[src/rtl/abpb_pkg.sv]
// Shared types and constants for the audio block peak builder.
package abpb_pkg;

  localparam int SAMPLE_W             = 16;
  localparam int PEAK_W               = 15;
  localparam int BLOCK_W              = 24;
  localparam int CFG_INDEX_W          = 1;
  localparam int CFG_DATA_W           = 24;
  localparam int DEFAULT_BLOCK_FRAMES = 128;

  localparam logic signed [SAMPLE_W-1:0] Q15_NEG_FULL = -16'sd32767;
  localparam logic signed [SAMPLE_W-1:0] Q15_NEG_CODE = -16'sd32768;

  localparam logic [CFG_INDEX_W-1:0] CFG_STEREO_MODE = 1'b0;
  localparam logic [CFG_INDEX_W-1:0] CFG_FIRST_BLOCK = 1'b1;

  typedef struct packed {
    logic signed [SAMPLE_W-1:0] left_sample;
    logic signed [SAMPLE_W-1:0] right_sample;
    logic                       last_frame;
  } in_item_t;

  typedef struct packed {
    logic [BLOCK_W-1:0]         block_number;
    logic signed [SAMPLE_W-1:0] left_min;
    logic [PEAK_W-1:0]          left_max;
    logic signed [SAMPLE_W-1:0] right_min;
    logic [PEAK_W-1:0]          right_max;
    logic                       final_block;
  } out_item_t;

  typedef struct packed {
    logic upd;
    logic flush;
  } lane_ctl_t;

  typedef struct packed {
    logic signed [SAMPLE_W-1:0] run_min;
    logic [PEAK_W-1:0]          run_max;
  } lane_peak_t;

endpackage

[src/rtl/abpb_lane.sv]
// One channel lane: saturate the sample and track block minimum and maximum.
module abpb_lane import abpb_pkg::*; (
  input  logic                       clk,
  input  logic                       rst,
  input  lane_ctl_t                  ctl,
  input  logic signed [SAMPLE_W-1:0] sample,
  output lane_peak_t                 peak
);

  logic signed [SAMPLE_W-1:0] run_min;
  logic [PEAK_W-1:0]          run_max;
  logic signed [SAMPLE_W-1:0] sat;
  logic signed [SAMPLE_W-1:0] run_min_next;
  logic [PEAK_W-1:0]          run_max_next;

  always_comb begin
    sat = (sample == Q15_NEG_CODE) ? Q15_NEG_FULL : sample;
    run_min_next = run_min;
    run_max_next = run_max;
    if (ctl.upd) begin
      if (sat < run_min) begin
        run_min_next = sat;
      end
      if (sat > $signed({1'b0, run_max})) begin
        run_max_next = sat[PEAK_W-1:0];
      end
    end
  end

  assign peak.run_min = run_min_next;
  assign peak.run_max = run_max_next;

  always_ff @(posedge clk) begin
    if (rst || ctl.flush) begin
      run_min <= '0;
      run_max <= '0;
    end else begin
      run_min <= run_min_next;
      run_max <= run_max_next;
    end
  end

endmodule

[src/rtl/abpb_merge.sv]
// Merge lane peaks into one result and hold it in a two-entry output buffer.
module abpb_merge import abpb_pkg::*; (
  input  logic               clk,
  input  logic               rst,
  input  logic               push,
  input  logic [BLOCK_W-1:0] block_number,
  input  lane_peak_t         left_peak,
  input  lane_peak_t         right_peak,
  input  logic               stereo,
  input  logic               last,
  output logic               full,
  output logic               out_valid,
  input  logic               out_ready,
  output out_item_t          out_data
);

  out_item_t item;
  out_item_t skid_data;
  logic      skid_valid;
  logic      pop;

  always_comb begin
    item.block_number = block_number;
    item.left_min     = left_peak.run_min;
    item.left_max     = left_peak.run_max;
    item.right_min    = stereo ? right_peak.run_min : '0;
    item.right_max    = stereo ? right_peak.run_max : '0;
    item.final_block  = last;
  end

  assign pop  = out_valid && out_ready;
  assign full = out_valid && skid_valid;

  always_ff @(posedge clk) begin
    if (rst) begin
      out_valid  <= 1'b0;
      skid_valid <= 1'b0;
    end else if (!out_valid || pop) begin
      out_valid  <= skid_valid || push;
      skid_valid <= skid_valid && push;
    end else if (push) begin
      skid_valid <= 1'b1;
    end
  end

  always_ff @(posedge clk) begin
    if (!out_valid || pop) begin
      out_data <= skid_valid ? skid_data : item;
      if (skid_valid && push) begin
        skid_data <= item;
      end
    end else if (push) begin
      skid_data <= item;
    end
  end

endmodule

[src/rtl/audio_block_peak_builder_unit.sv]
// Top level: min/max peak decimation of an audio frame stream over fixed blocks.
// Throughput: one frame accepted per cycle unless the output buffer is full; the lanes
// update in parallel, the right one in stereo mode only. The frame that closes a block
// registers its result in a two-entry output buffer that keeps input flowing as it waits.
// Reset: mono mode, first block 0, counters and running peaks cleared, buffer empty.
module audio_block_peak_builder_unit import abpb_pkg::*; #(
  parameter int BLOCK_FRAMES = DEFAULT_BLOCK_FRAMES
) (
  input  logic                   clk,
  input  logic                   rst,
  input  logic                   in_valid,
  output logic                   in_ready,
  input  in_item_t               in_data,
  output logic                   out_valid,
  input  logic                   out_ready,
  output out_item_t              out_data,
  input  logic                   cfg_valid,
  output logic                   cfg_ready,
  input  logic [CFG_INDEX_W-1:0] cfg_index,
  input  logic [CFG_DATA_W-1:0]  cfg_data
);

  localparam int CNT_W = $clog2(BLOCK_FRAMES);
  localparam logic [CNT_W-1:0] LAST_COUNT = CNT_W'(BLOCK_FRAMES - 1);

  logic               stereo_mode;
  logic [BLOCK_W-1:0] first_block;
  logic [BLOCK_W-1:0] current_block;
  logic [CNT_W-1:0]   frame_in_block;
  logic               accept;
  logic               emit;
  logic               cfg_write;
  logic               clear_block;
  logic               full;
  lane_ctl_t          left_ctl;
  lane_ctl_t          right_ctl;
  lane_peak_t         left_peak;
  lane_peak_t         right_peak;

  assign cfg_ready   = 1'b1;
  assign cfg_write   = cfg_valid && cfg_ready;
  assign in_ready    = !full;
  assign accept      = in_valid && in_ready;
  assign emit        = accept && (in_data.last_frame || frame_in_block == LAST_COUNT);
  assign clear_block = emit || (cfg_write && cfg_index == CFG_FIRST_BLOCK);

  always_comb begin
    left_ctl.upd    = accept;
    left_ctl.flush  = clear_block;
    right_ctl.upd   = accept && stereo_mode;
    right_ctl.flush = clear_block;
  end

  always_ff @(posedge clk) begin
    if (rst) begin
      stereo_mode    <= 1'b0;
      first_block    <= '0;
      current_block  <= '0;
      frame_in_block <= '0;
    end else if (cfg_write) begin
      case (cfg_index)
        CFG_STEREO_MODE: begin
          stereo_mode <= cfg_data[0];
        end
        CFG_FIRST_BLOCK: begin
          first_block    <= cfg_data[BLOCK_W-1:0];
          current_block  <= cfg_data[BLOCK_W-1:0];
          frame_in_block <= '0;
        end
        default: begin
        end
      endcase
    end else if (accept) begin
      if (emit) begin
        frame_in_block <= '0;
        current_block  <= in_data.last_frame ? first_block : current_block + 1'b1;
      end else begin
        frame_in_block <= frame_in_block + 1'b1;
      end
    end
  end

  abpb_lane u_left_lane (
    .clk    (clk),
    .rst    (rst),
    .ctl    (left_ctl),
    .sample (in_data.left_sample),
    .peak   (left_peak)
  );

  abpb_lane u_right_lane (
    .clk    (clk),
    .rst    (rst),
    .ctl    (right_ctl),
    .sample (in_data.right_sample),
    .peak   (right_peak)
  );

  abpb_merge u_merge (
    .clk          (clk),
    .rst          (rst),
    .push         (emit),
    .block_number (current_block),
    .left_peak    (left_peak),
    .right_peak   (right_peak),
    .stereo       (stereo_mode),
    .last         (in_data.last_frame),
    .full         (full),
    .out_valid    (out_valid),
    .out_ready    (out_ready),
    .out_data     (out_data)
  );

endmodule

[config.mk]
export PLATFORM = sky130hd
export DESIGN_NAME = audio_block_peak_builder_unit
export DESIGN_NICKNAME = d
export VERILOG_FILES = /design/src/rtl/abpb_pkg.sv /design/src/rtl/abpb_lane.sv /design/src/rtl/abpb_merge.sv /design/src/rtl/audio_block_peak_builder_unit.sv
export SDC_FILE = /design/constraint.sdc
export NUM_CORES = 1
export LEC_CHECK = 0
export ABC_AREA = 1
export BUFFER_PORTS_ARGS = -buffer_cell sky130_fd_sc_hd__buf_2
export CAP_MARGIN = 40
export CORE_MARGIN = 8
export CORE_UTILIZATION = 35
export DETAILED_ROUTE_END_ITERATION = 12
export SETUP_SLACK_MARGIN = 0.3
export SLEW_MARGIN = 20
export SYNTH_ARGS = -nofsm -noshare
export SYNTH_HDL_FRONTEND = slang
export SYNTH_SLANG_ARGS = --single-unit
[constraint.sdc]
create_clock -name clk -period 23.3 [get_ports clk]
set_input_delay 4.66 -clock clk [delete_from_list [all_inputs] [get_ports clk]]
set_output_delay 4.66 -clock clk [all_outputs]
set_load 0.01 [all_outputs]
==> flow_summary_export.csv, run 1 <==
group,metric,value,unit
power_and_ir_drop,p_leak,7.199,nW
grt,grt_use_total,16.21,%
routing,drtIter0Drc,882,
synth,postSynthCellCount,1674,
synth,synth_flop_cell,"edfxtp_1",
floorplan,die_h,218.0,µm
synth,yosysTopAreaCellShare,36.59,%
synth,yosysTopAreaCell,"edfxtp_1",
synth,synth.area.top_cells,"edfxtp_1 37%, dfxtp_1 17%, nand2_1 12%",
synth,synth_area,14280,µm²
finish,fillers,4104,
finish,antennaDiodeCount,0,
finish,drive_above_1_share,13.63,%
sta,finalClockSkew,0.01655,ns
critical_path,crit_arrival,7.44,ns
floorplan,initial_utilization,35.21,%
clocking,cts_root_buf,"clkbuf_16",
critical_path,path_class,"in -> reg",
sta,fin_ws,16.32,ns
synth,synthDistinctLibCells,41,
sta,tns,0,ns
sta,finalCritPeriodShare,29.97,%
routing,routed_wl,38830,µm
sta,hold_viol,0,
sta,slew_headroom,46.73,%
sta,slew_violations,0,
critical_path,path_max_fanout,33,
critical_path,cpPeakStageDelay,0.51,ns
grt,busiest_layer,"met2",
grt,grt-ovfl-total,0,
finish,final_cell_mix,"464 x nand2_1, 174 x edfxtp_1, 164 x inv_1",
routing,vias,11484,
floorplan,ios,153,
clocking,htree_levels,2,
synth,syn_avg_cell_area,8.530,µm²
critical_path,setup.worst_path.start_class,"input port",
critical_path,path_common_cell,"inv_1",
grt,met3_usage,3.287,%
critical_path,end_kind,"flip-flop",
finish,synthToLayoutAreaGrowth,16.40,%
routing,drc_errors,0,
sta,max_freq,0.1432,GHz
synth,yosysSeqAreaShare,53.41,%
finish,layout_commonest_cell,"nand2_1",
power_and_ir_drop,vdd_drop_max,0.03602,mV
finish,seq_area,7629,µm²
clocking,cts_num_sinks,294,
floorplan,num_rows,74,
finish,multi_input_area,5585,µm²
placement,gp_congestion,0.8486,
synth,synth_edf_count,174,
routing,antenna_left,0,
placement,io_buffer_count,151,
grt,grt_pass1_wl,61950,µm
grt,grt_max_degree,63,
run,drv_cap,0,
critical_path,crit_chain,"buf_2, nand2_1, buf_16, inv_1, buf_8, a21oi_2, buf_4, inv_1, o211ai_1, a21oi_1",
clocking,clk_pin_slew_worst_paths,0.06,ns
routing,dr.pass1.iters,6,
grt,grt_use_met2,26.21,%
finish,final_nets,1898,
grt,met1_usage,21.68,%
critical_path,slowest_stage,"buf_2",
synth,yosys_warnings,0,
synth,ys_ff_latch,294,
floorplan,core_area,40550,µm²
floorplan,die-width,218.0,µm
synth,synth-async-reset-ratio,0,%
placement,dpl_cell_area,15450,µm²
sta,period_minus_slack,6.982,ns
grt,grt_pass1_vias,11187,
sta,rsz0062_at_grt,"no",
grt,antenna_found_initial,0,
routing,via_per_inst,4.929,
hold_path,hold_path_class,"reg -> reg",
floorplan,die-area,47520,µm²
critical_path,required,23.75,ns
finish,finalInstanceArea,16620,µm²
power_and_ir_drop,power.density,76.08,nW/µm²
sta,worst_pin_slew,0.7990,ns
clocking,cts_tree,"built",
clocking,ctsHoldBuffers,0,
clocking,clock_latency,0.53,ns
placement,place_ws,15.51,ns
status,status,"finished clean",
sta,finalSetupViolCount,0,
clocking,cts_buffer_depth,3,
placement,dp_hpwl,26270,µm
routing,detail_route.wl_per_cell,16.67,µm
clocking,ctsResizeCount,0,
clocking,numCtsBuffers,35,
critical_path,r2r_setup_slack,20.43,ns
clocking,cts_setup_buffers,0,
synth,syn-num-nets,1799,
path summary, 6_finish.rpt:
kind	startpoint	end	depth (start not counted)
max	cfg_valid	current_block[11]$_SDFFE_PP0P_	10
min reg2reg	first_block[1]$_SDFFE_PP0P_	first_block[1]$_SDFFE_PP0P_	2
max reg2reg	u_left_lane.run_min[11]$_SDFF_PP0_	u_merge.out_data[47]$_DFFE_PN_	12
min	first_block[1]$_SDFFE_PP0P_	first_block[1]$_SDFFE_PP0P_	2
layout make-up:
class / count / area share [%]
Timing Repair Buffer: 170 / 5.834
Clock buffer: 52 / 6.150
Tap cell: 532 / 4.005
Multi-Input combinational cell: 1100 / 33.60
Inverter: 172 / 3.899
Sequential cell: 294 / 45.89
Clock inverter: 10 / 0.6172
critical path, delay by kind of cell:
family / cells / cell delay [ns]
compound gates: 3 / 0.41
simple gates: 1 / 0.43
buf+inv: 6 / 1.90
synth_stat cells (3+ instances only):
cell type,number
nand2_1,464
nor3_1,11
nand4_1,58
o21a_1,4
nor2_2,4
a221oi_1,4
a21oi_1,126
buf_2,9
inv_2,7
ha_1,62
inv_1,165
xnor2_1,3
o211ai_1,14
o21ai_0,78
nand3_1,69
edfxtp_1,174
a31oi_1,18
clkbuf_1,86
xor2_1,19
nand3_2,7
a211oi_1,5
nor2_1,137
dfxtp_1,120
buf_1,10
metrics by stage:
stage / total power, mW / utilization (%) / hold WS, ns / std cells
after global placement: 0.7363 / 37.91 / 0.4412 / 2261
after CTS: 1.280 / 40.87 / 0.4523 / 2327
final: 1.265 / 40.99 / 0.4530 / 2330
after detailed placement: 0.7400 / 38.10 / 0.4442 / 2265
after floorplan: 0.6865 / - / 0.4298 / 1674
after global routing: 1.323 / 40.99 / 0.4840 / 2330
report_power, final:
part | internal (mW) | switching, mW
registers | 0.578 | 0.0133
clock network | 0.325 | 0.211
logic | 0.0448 | 0.0918
cells by family (layout without fill, tap and decap cells):
group	Yosys count	count (layout)	share of synthesized area, %
adders and majority gates	62	62	5.432
buffers and inverters	280	404	7.570
other	1	1	0.02626
and+or+nand+nor	756	756	22.25
xor gates and xnor gates	22	22	1.349
AOI/OAI and AO/OA	259	259	9.962
DFF	294	294	53.41
sequential cells by signal (all words and copies together), names as in the netlist:
signal	count
current_block	24
first_block	24
frame_in_block	7
stereo_mode	1
u_left_lane.run_max	15
u_left_lane.run_min	16
u_merge.out_data	87
u_merge.out_valid	1
u_merge.skid_data	87
u_merge.skid_valid	1
u_right_lane.run_max	15
u_right_lane.run_min	16
metal layers:
metal,up-vias,wire [µm]
met5,-,0
met4,0,887
met3,59,2359
met2,339,18020
met1,5319,17570
li1,5767,-
(Power assumes the default switching activity.)
==> inputs of run 2 (changes only) <==
==> constraint.sdc (replaced) <==
create_clock -name clk -period 6 [get_ports clk]
set_input_delay 1.2 -clock clk [delete_from_list [all_inputs] [get_ports clk]]
set_output_delay 1.2 -clock clk [all_outputs]
set_load 0.01 [all_outputs]
==> flow_summary_export.csv, run 2 (synthesis results as in run 1) <==
group,metric,value,unit
status,status,"finished clean",
sta,slew_violations,0,
placement,gp_congestion,0.8660,
critical_path,path_class,"in -> reg",
grt,grt_pass1_wl,62290,µm
placement,dp_hpwl,26850,µm
finish,final_cell_mix,"464 x nand2_1, 174 x edfxtp_1, 164 x inv_1",
critical_path,regToRegEndpoint,"u_merge.out_data[47]$_DFFE_PN_",
sta,finalSetupViolCount,0,
placement,io_buffer_count,151,
sta,fin_ws,2.348,ns
finish,drive_above_1_share,13.77,%
critical_path,required,6.25,ns
critical_path,r2r_cells,12,
floorplan,initial_utilization,35.21,%
grt,antenna_found_initial,0,
sta,max_freq,0.2738,GHz
sta,period_minus_slack,3.652,ns
grt,grt_use_total,16.08,%
finish,reg_top3,"u_merge.out_data (87), u_merge.skid_data (87)",
placement,place_ws,1.854,ns
finish,synthToLayoutAreaGrowth,16.53,%
clocking,cts_num_sinks,294,
sta,hold_viol,0,
clocking,cts_buffer_depth,3,
grt,grt_max_degree,57,
power_and_ir_drop,p_switching,1.250,mW
sta,finalCritPeriodShare,60.86,%
clocking,clk_pin_slew_worst_paths,0.06,ns
finish,layout_commonest_cell,"nand2_1",
power_and_ir_drop,p_leak,7.208,nW
sta,finalClockSkew,0.02494,ns
floorplan,die-area,47520,µm²
critical_path,end_kind,"flip-flop",
clocking,ctsHoldBuffers,0,
clocking,numCtsBuffers,35,
grt,grt-ovfl-total,0,
clocking,clock_latency,0.52,ns
critical_path,timing.rr.start,"u_left_lane.run_min[11]$_SDFF_PP0_",
routing,antenna_left,0,
finish,antennaDiodeCount,0,
finish,finalNonFillerCells,2333,
clocking,htree_levels,2,
finish,final_nets,1900,
routing,drc_errors,0,
critical_path,r2r_setup_slack,3.08,ns
floorplan,ios,153,
hold_path,whs_endpoint,"first_block[9]$_SDFFE_PP0P_",
sta,worst_pin_slew,0.7536,ns
power_and_ir_drop,clkPwrFrac,41.6,%
clocking,cts_root_buf,"clkbuf_16",
hold_path,min_path_cells,2,
clocking,cts_tree,"built",
critical_path,crit_arrival,3.90,ns
sta,slew_headroom,49.76,%
grt,grt_pass1_vias,11319,
floorplan,die-width,218.0,µm
critical_path,path_max_fanout,19,
routing,dr.pass1.iters,6,
power_and_ir_drop,swShare,25.77,%
hold_path,hold_start,"first_block[9]$_SDFFE_PP0P_",
floorplan,core_area,40550,µm²
placement,dp.cells,2270,
sta,rsz0062_at_grt,"no",
power_and_ir_drop,power.density,291.5,nW/µm²
power_and_ir_drop,comb_power_share,11.0,%
routing,vias,11501,
critical_path,setup.worst_path.start_class,"input port",
power_and_ir_drop,p_int,3.601,mW
sta,tns,0,ns
run,drv_cap,0,
routing,via_per_inst,4.930,
floorplan,die_h,218.0,µm
floorplan,num_rows,74,
routing,routed_wl,38750,µm
hold_path,hold_path_class,"reg -> reg",
clocking,cts_setup_buffers,0,
routing,detail_route.wl_per_cell,16.61,µm
power_and_ir_drop,vdd_drop_max,0.1533,mV
clocking,ctsResizeCount,0,
power_and_ir_drop,seq_power_share,47.3,%
routing,drtIter0Drc,876,
-- run 2: changes by cell type in the layout (fill, tap and decap cells not counted), sizes merged --
cell,before,now
clkbuf,52,49
clkinv,7,10
buf,170,172
inv,172,174
bufinv,2,1
-- run 2: through the flow --
step / hold slack (ns) / instance area (µm²) / power, mW / utilization (%)
global placement: 0.4418 / 15390 / 2.864 / 37.96
floorplan: 0.4298 / 14300 / 2.665 / -
global route: 0.4794 / 16640 / 5.073 / 41.03
CTS: 0.4529 / 16640 / 4.922 / 41.03
finish: 0.4523 / 16640 / 4.851 / 41.03
detailed placement: 0.4443 / 15560 / 2.881 / 38.37
-- run 2: routing by layer --
metal / GRT usage, % / up-vias / wire length, µm
met1: 21.80 / 5369 / 18100
li1: - / 5770 / -
met2: 26.01 / 307 / 17700
met5: 0 / - / 0
met4: 4.523 / 0 / 843
met3: 2.940 / 55 / 2114
-- run 2: power by group through the flow --
stage	logic, mW	registers, mW	clock network [mW]
after global placement	0.524	2.34	0
after global routing	0.608	2.31	2.16
after CTS	0.542	2.30	2.08
after floorplan	0.308	2.36	0
final	0.535	2.30	2.02
after detailed placement	0.540	2.34	0
-- run 2: how the worst max path moves through the flow --
stage / from / endpoint / slack (ns) / cells past startpoint
after floorplan: out_ready / u_merge.skid_data[0]$_DFFE_PP_ / 1.12 / 3
after global placement: in_data[31] / u_merge.out_data[38]$_DFFE_PN_ / 1.59 / 18
after detailed placement: in_data[16] / u_merge.out_data[11]$_DFFE_PN_ / 1.85 / 23
after CTS: in_data[16] / u_merge.out_data[11]$_DFFE_PN_ / 2.40 / 23
after global routing: in_data[16] / u_merge.out_data[4]$_DFFE_PN_ / 1.99 / 23
final: in_data[16] / u_merge.out_data[11]$_DFFE_PN_ / 2.35 / 23
-- run 2: cell type report --
type	count	area, µm²
Clock buffer	49	969.7
Clock inverter	14	112.6
Fill cell	4074	23910
Inverter	172	649.4
Multi-Input combinational cell	1100	5592
Sequential cell	294	7631
Tap cell	532	665.6
Timing Repair Buffer	172	1021
-- run 2: worst max-delay path, stage by stage --
cell and delay [ns]:
buf_2 0.13, inv_2 0.15, nor2_2 0.11, nand2_1 0.06, nor2_1 0.08, nand2_1 0.07, nand2_1 0.11, inv_1 0.06
ha_1 0.17, inv_1 0.05, a21oi_1 0.05, o21ai_0 0.13, nand2_1 0.07, o211ai_1 0.10, nand2_1 0.09, o2111ai_2 0.28
nand3_2 0.47, nand2_1 0.17, nand2_1 0.07, nand2_1 0.09, nand2_1 0.06, nand3_1 0.06, nand2_1 0.08
==> inputs of run 3 (changes only) <==
==> constraint.sdc (replaced) <==
create_clock -name clk -period 3.7 [get_ports clk]
set_input_delay 0.74 -clock clk [delete_from_list [all_inputs] [get_ports clk]]
set_output_delay 0.74 -clock clk [all_outputs]
set_load 0.01 [all_outputs]
==> flow_summary_export.csv, run 3 (synthesis results as in run 1) <==
group,metric,value,unit
power_and_ir_drop,p_leak,7.273,nW
finish,final_nets,1904,
floorplan,core_area,40550,µm²
floorplan,die-area,47520,µm²
placement,gp_congestion,0.8696,
grt,grt_max_degree,90,
routing,detail_route.wl_per_cell,16.77,µm
routing,drtIter0Drc,714,
finish,fin_util,41.39,%
grt,grt_use_total,16.31,%
clocking,cts_root_buf,"clkbuf_16",
clocking,numCtsBuffers,35,
run,drv_cap,0,
clocking,cts_setup_buffers,0,
floorplan,initial_utilization,35.21,%
clocking,cts_buffer_depth,3,
floorplan,die-width,218.0,µm
routing,via_per_inst,4.954,
routing,dr.pass1.iters,5,
clocking,clock_latency,0.54,ns
routing,antenna_left,0,
placement,dp.cells,2274,
clocking,htree_levels,2,
routing,vias,11578,
placement,io_buffer_count,151,
critical_path,required,4.07,ns
finish,antennaDiodeCount,0,
placement,dpl_cell_area,15580,µm²
grt,grt_pass1_vias,11148,
sta,slew_violations,0,
sta,period_minus_slack,2.833,ns
routing,routed_wl,39200,µm
clocking,ctsHoldBuffers,0,
routing,drc_errors,0,
clocking,cts_tree,"built",
grt,grt-ovfl-total,0,
sta,hold_viol,0,
status,status,"finished clean",
finish,synthToLayoutAreaGrowth,17.55,%
finish,finalNonFillerCells,2337,
hold_path,hold_path_class,"reg -> reg",
critical_path,end_kind,"flip-flop",
floorplan,ios,153,
power_and_ir_drop,power.density,487.9,nW/µm²
floorplan,num_rows,74,
finish,final_cell_mix,"464 x nand2_1, 174 x edfxtp_1, 164 x inv_1",
sta,rsz0062_at_grt,"no",
grt,antenna_found_initial,1,
sta,worst_pin_slew,0.7155,ns
critical_path,setup.worst_path.start_class,"input port",
sta,slew_headroom,52.25,%
critical_path,path_max_fanout,22,
clocking,cts_num_sinks,294,
critical_path,path_class,"in -> reg",
finish,reg_top3,"u_merge.out_data (87), u_merge.skid_data (87)",
critical_path,crit_arrival,3.20,ns
finish,fillers,4048,
clocking,ctsResizeCount,0,
power_and_ir_drop,vdd_drop_max,0.2434,mV
finish,drive_above_1_share,14.29,%
sta,finalClockSkew,0.01192,ns
sta,finalCritPeriodShare,76.57,%
finish,finalInstanceArea,16790,µm²
grt,grt_pass1_wl,62400,µm
floorplan,die_h,218.0,µm
sta,max_freq,0.3530,GHz
finish,layout_commonest_cell,"nand2_1",
sta,finalSetupViolCount,0,
sta,timing.hold.ws,0.4519,ns
clocking,clk_pin_slew_worst_paths,0.06,ns
placement,dp_hpwl,26800,µm
-- run 3: cell types whose count changed in the layout (fill, tap and decap cells not counted), moves of 3 or more --
cell	delta
buf_12	+4
bufinv_16	+3
clkinvlp_4	+3
clkbuf_1	-5
buf_4	+4
-- run 3: area by class of cell --
type                    count  area [µm²]  area share, %
clock buffers              47        1003          5.978
clock inverters            16       197.7          1.178
inverters                 172       649.4          3.869
multi-input cells        1100        5593          33.32
flip-flops and latches    294        7631          45.46
well taps                 532       665.6          3.965
repair buffers            176        1046          6.231
-- run 3: worst max-delay path: stages --
cell      delay, ns
buf_2          0.11
inv_1          0.12
nand3_1        0.11
nor2_1         0.17
nand2_1        0.09
nand2_1        0.07
inv_1          0.05
ha_1           0.17
nor2_1         0.10
nor2_1         0.04
o21a_1         0.16
o221ai_1       0.14
nand2_1        0.07
nand2_1        0.07
nand3_1        0.27
buf_12         0.27
o21ai_0        0.15
nand2_1        0.12
a31oi_1        0.19
-- run 3: where the power goes --
part | internal, mW | switching, mW | total, mW
logic | 0.293 | 0.582 | 0.874
clock network | 2.19 | 1.40 | 3.59
registers | 3.64 | 0.0844 | 3.72
total | 6.13 | 2.06 | 8.19
-- run 3: path summary, 6_finish.rpt --
kind	startpoint	slack, ns	depth (start not counted)	end
worst max-delay path	in_data[28]	0.87	19	u_merge.out_data[41]$_DFFE_PN_
worst min-delay path	first_block[5]$_SDFFE_PP0P_	0.45	2	first_block[5]$_SDFFE_PP0P_
worst max register to register	u_right_lane.run_min[9]$_SDFF_PP0_	1.03	13	u_merge.out_data[26]$_DFFE_PN_
worst min register to register	first_block[5]$_SDFFE_PP0P_	0.45	2	first_block[5]$_SDFFE_PP0P_
-- run 3: metrics by stage --
stage,power (mW),setup WS (ns),setup TNS [ns]
after detailed placement,4.676,0.3289,0
after global placement,4.653,0.3323,0
after floorplan,4.322,-0.5998,-52.68
after CTS,8.311,0.8904,0
after global routing,8.537,0.5749,0
final,8.190,0.8670,0
-- run 3: metal layers --
metal  track usage (%)  wire length, µm  vias to the layer above
met2             25.75            17650                      275
met4             5.710             1170                        0
li1                  -                -                     5797
met5                 0                0                        -
met1             21.96            18350                     5438
met3             3.356             2033                       68
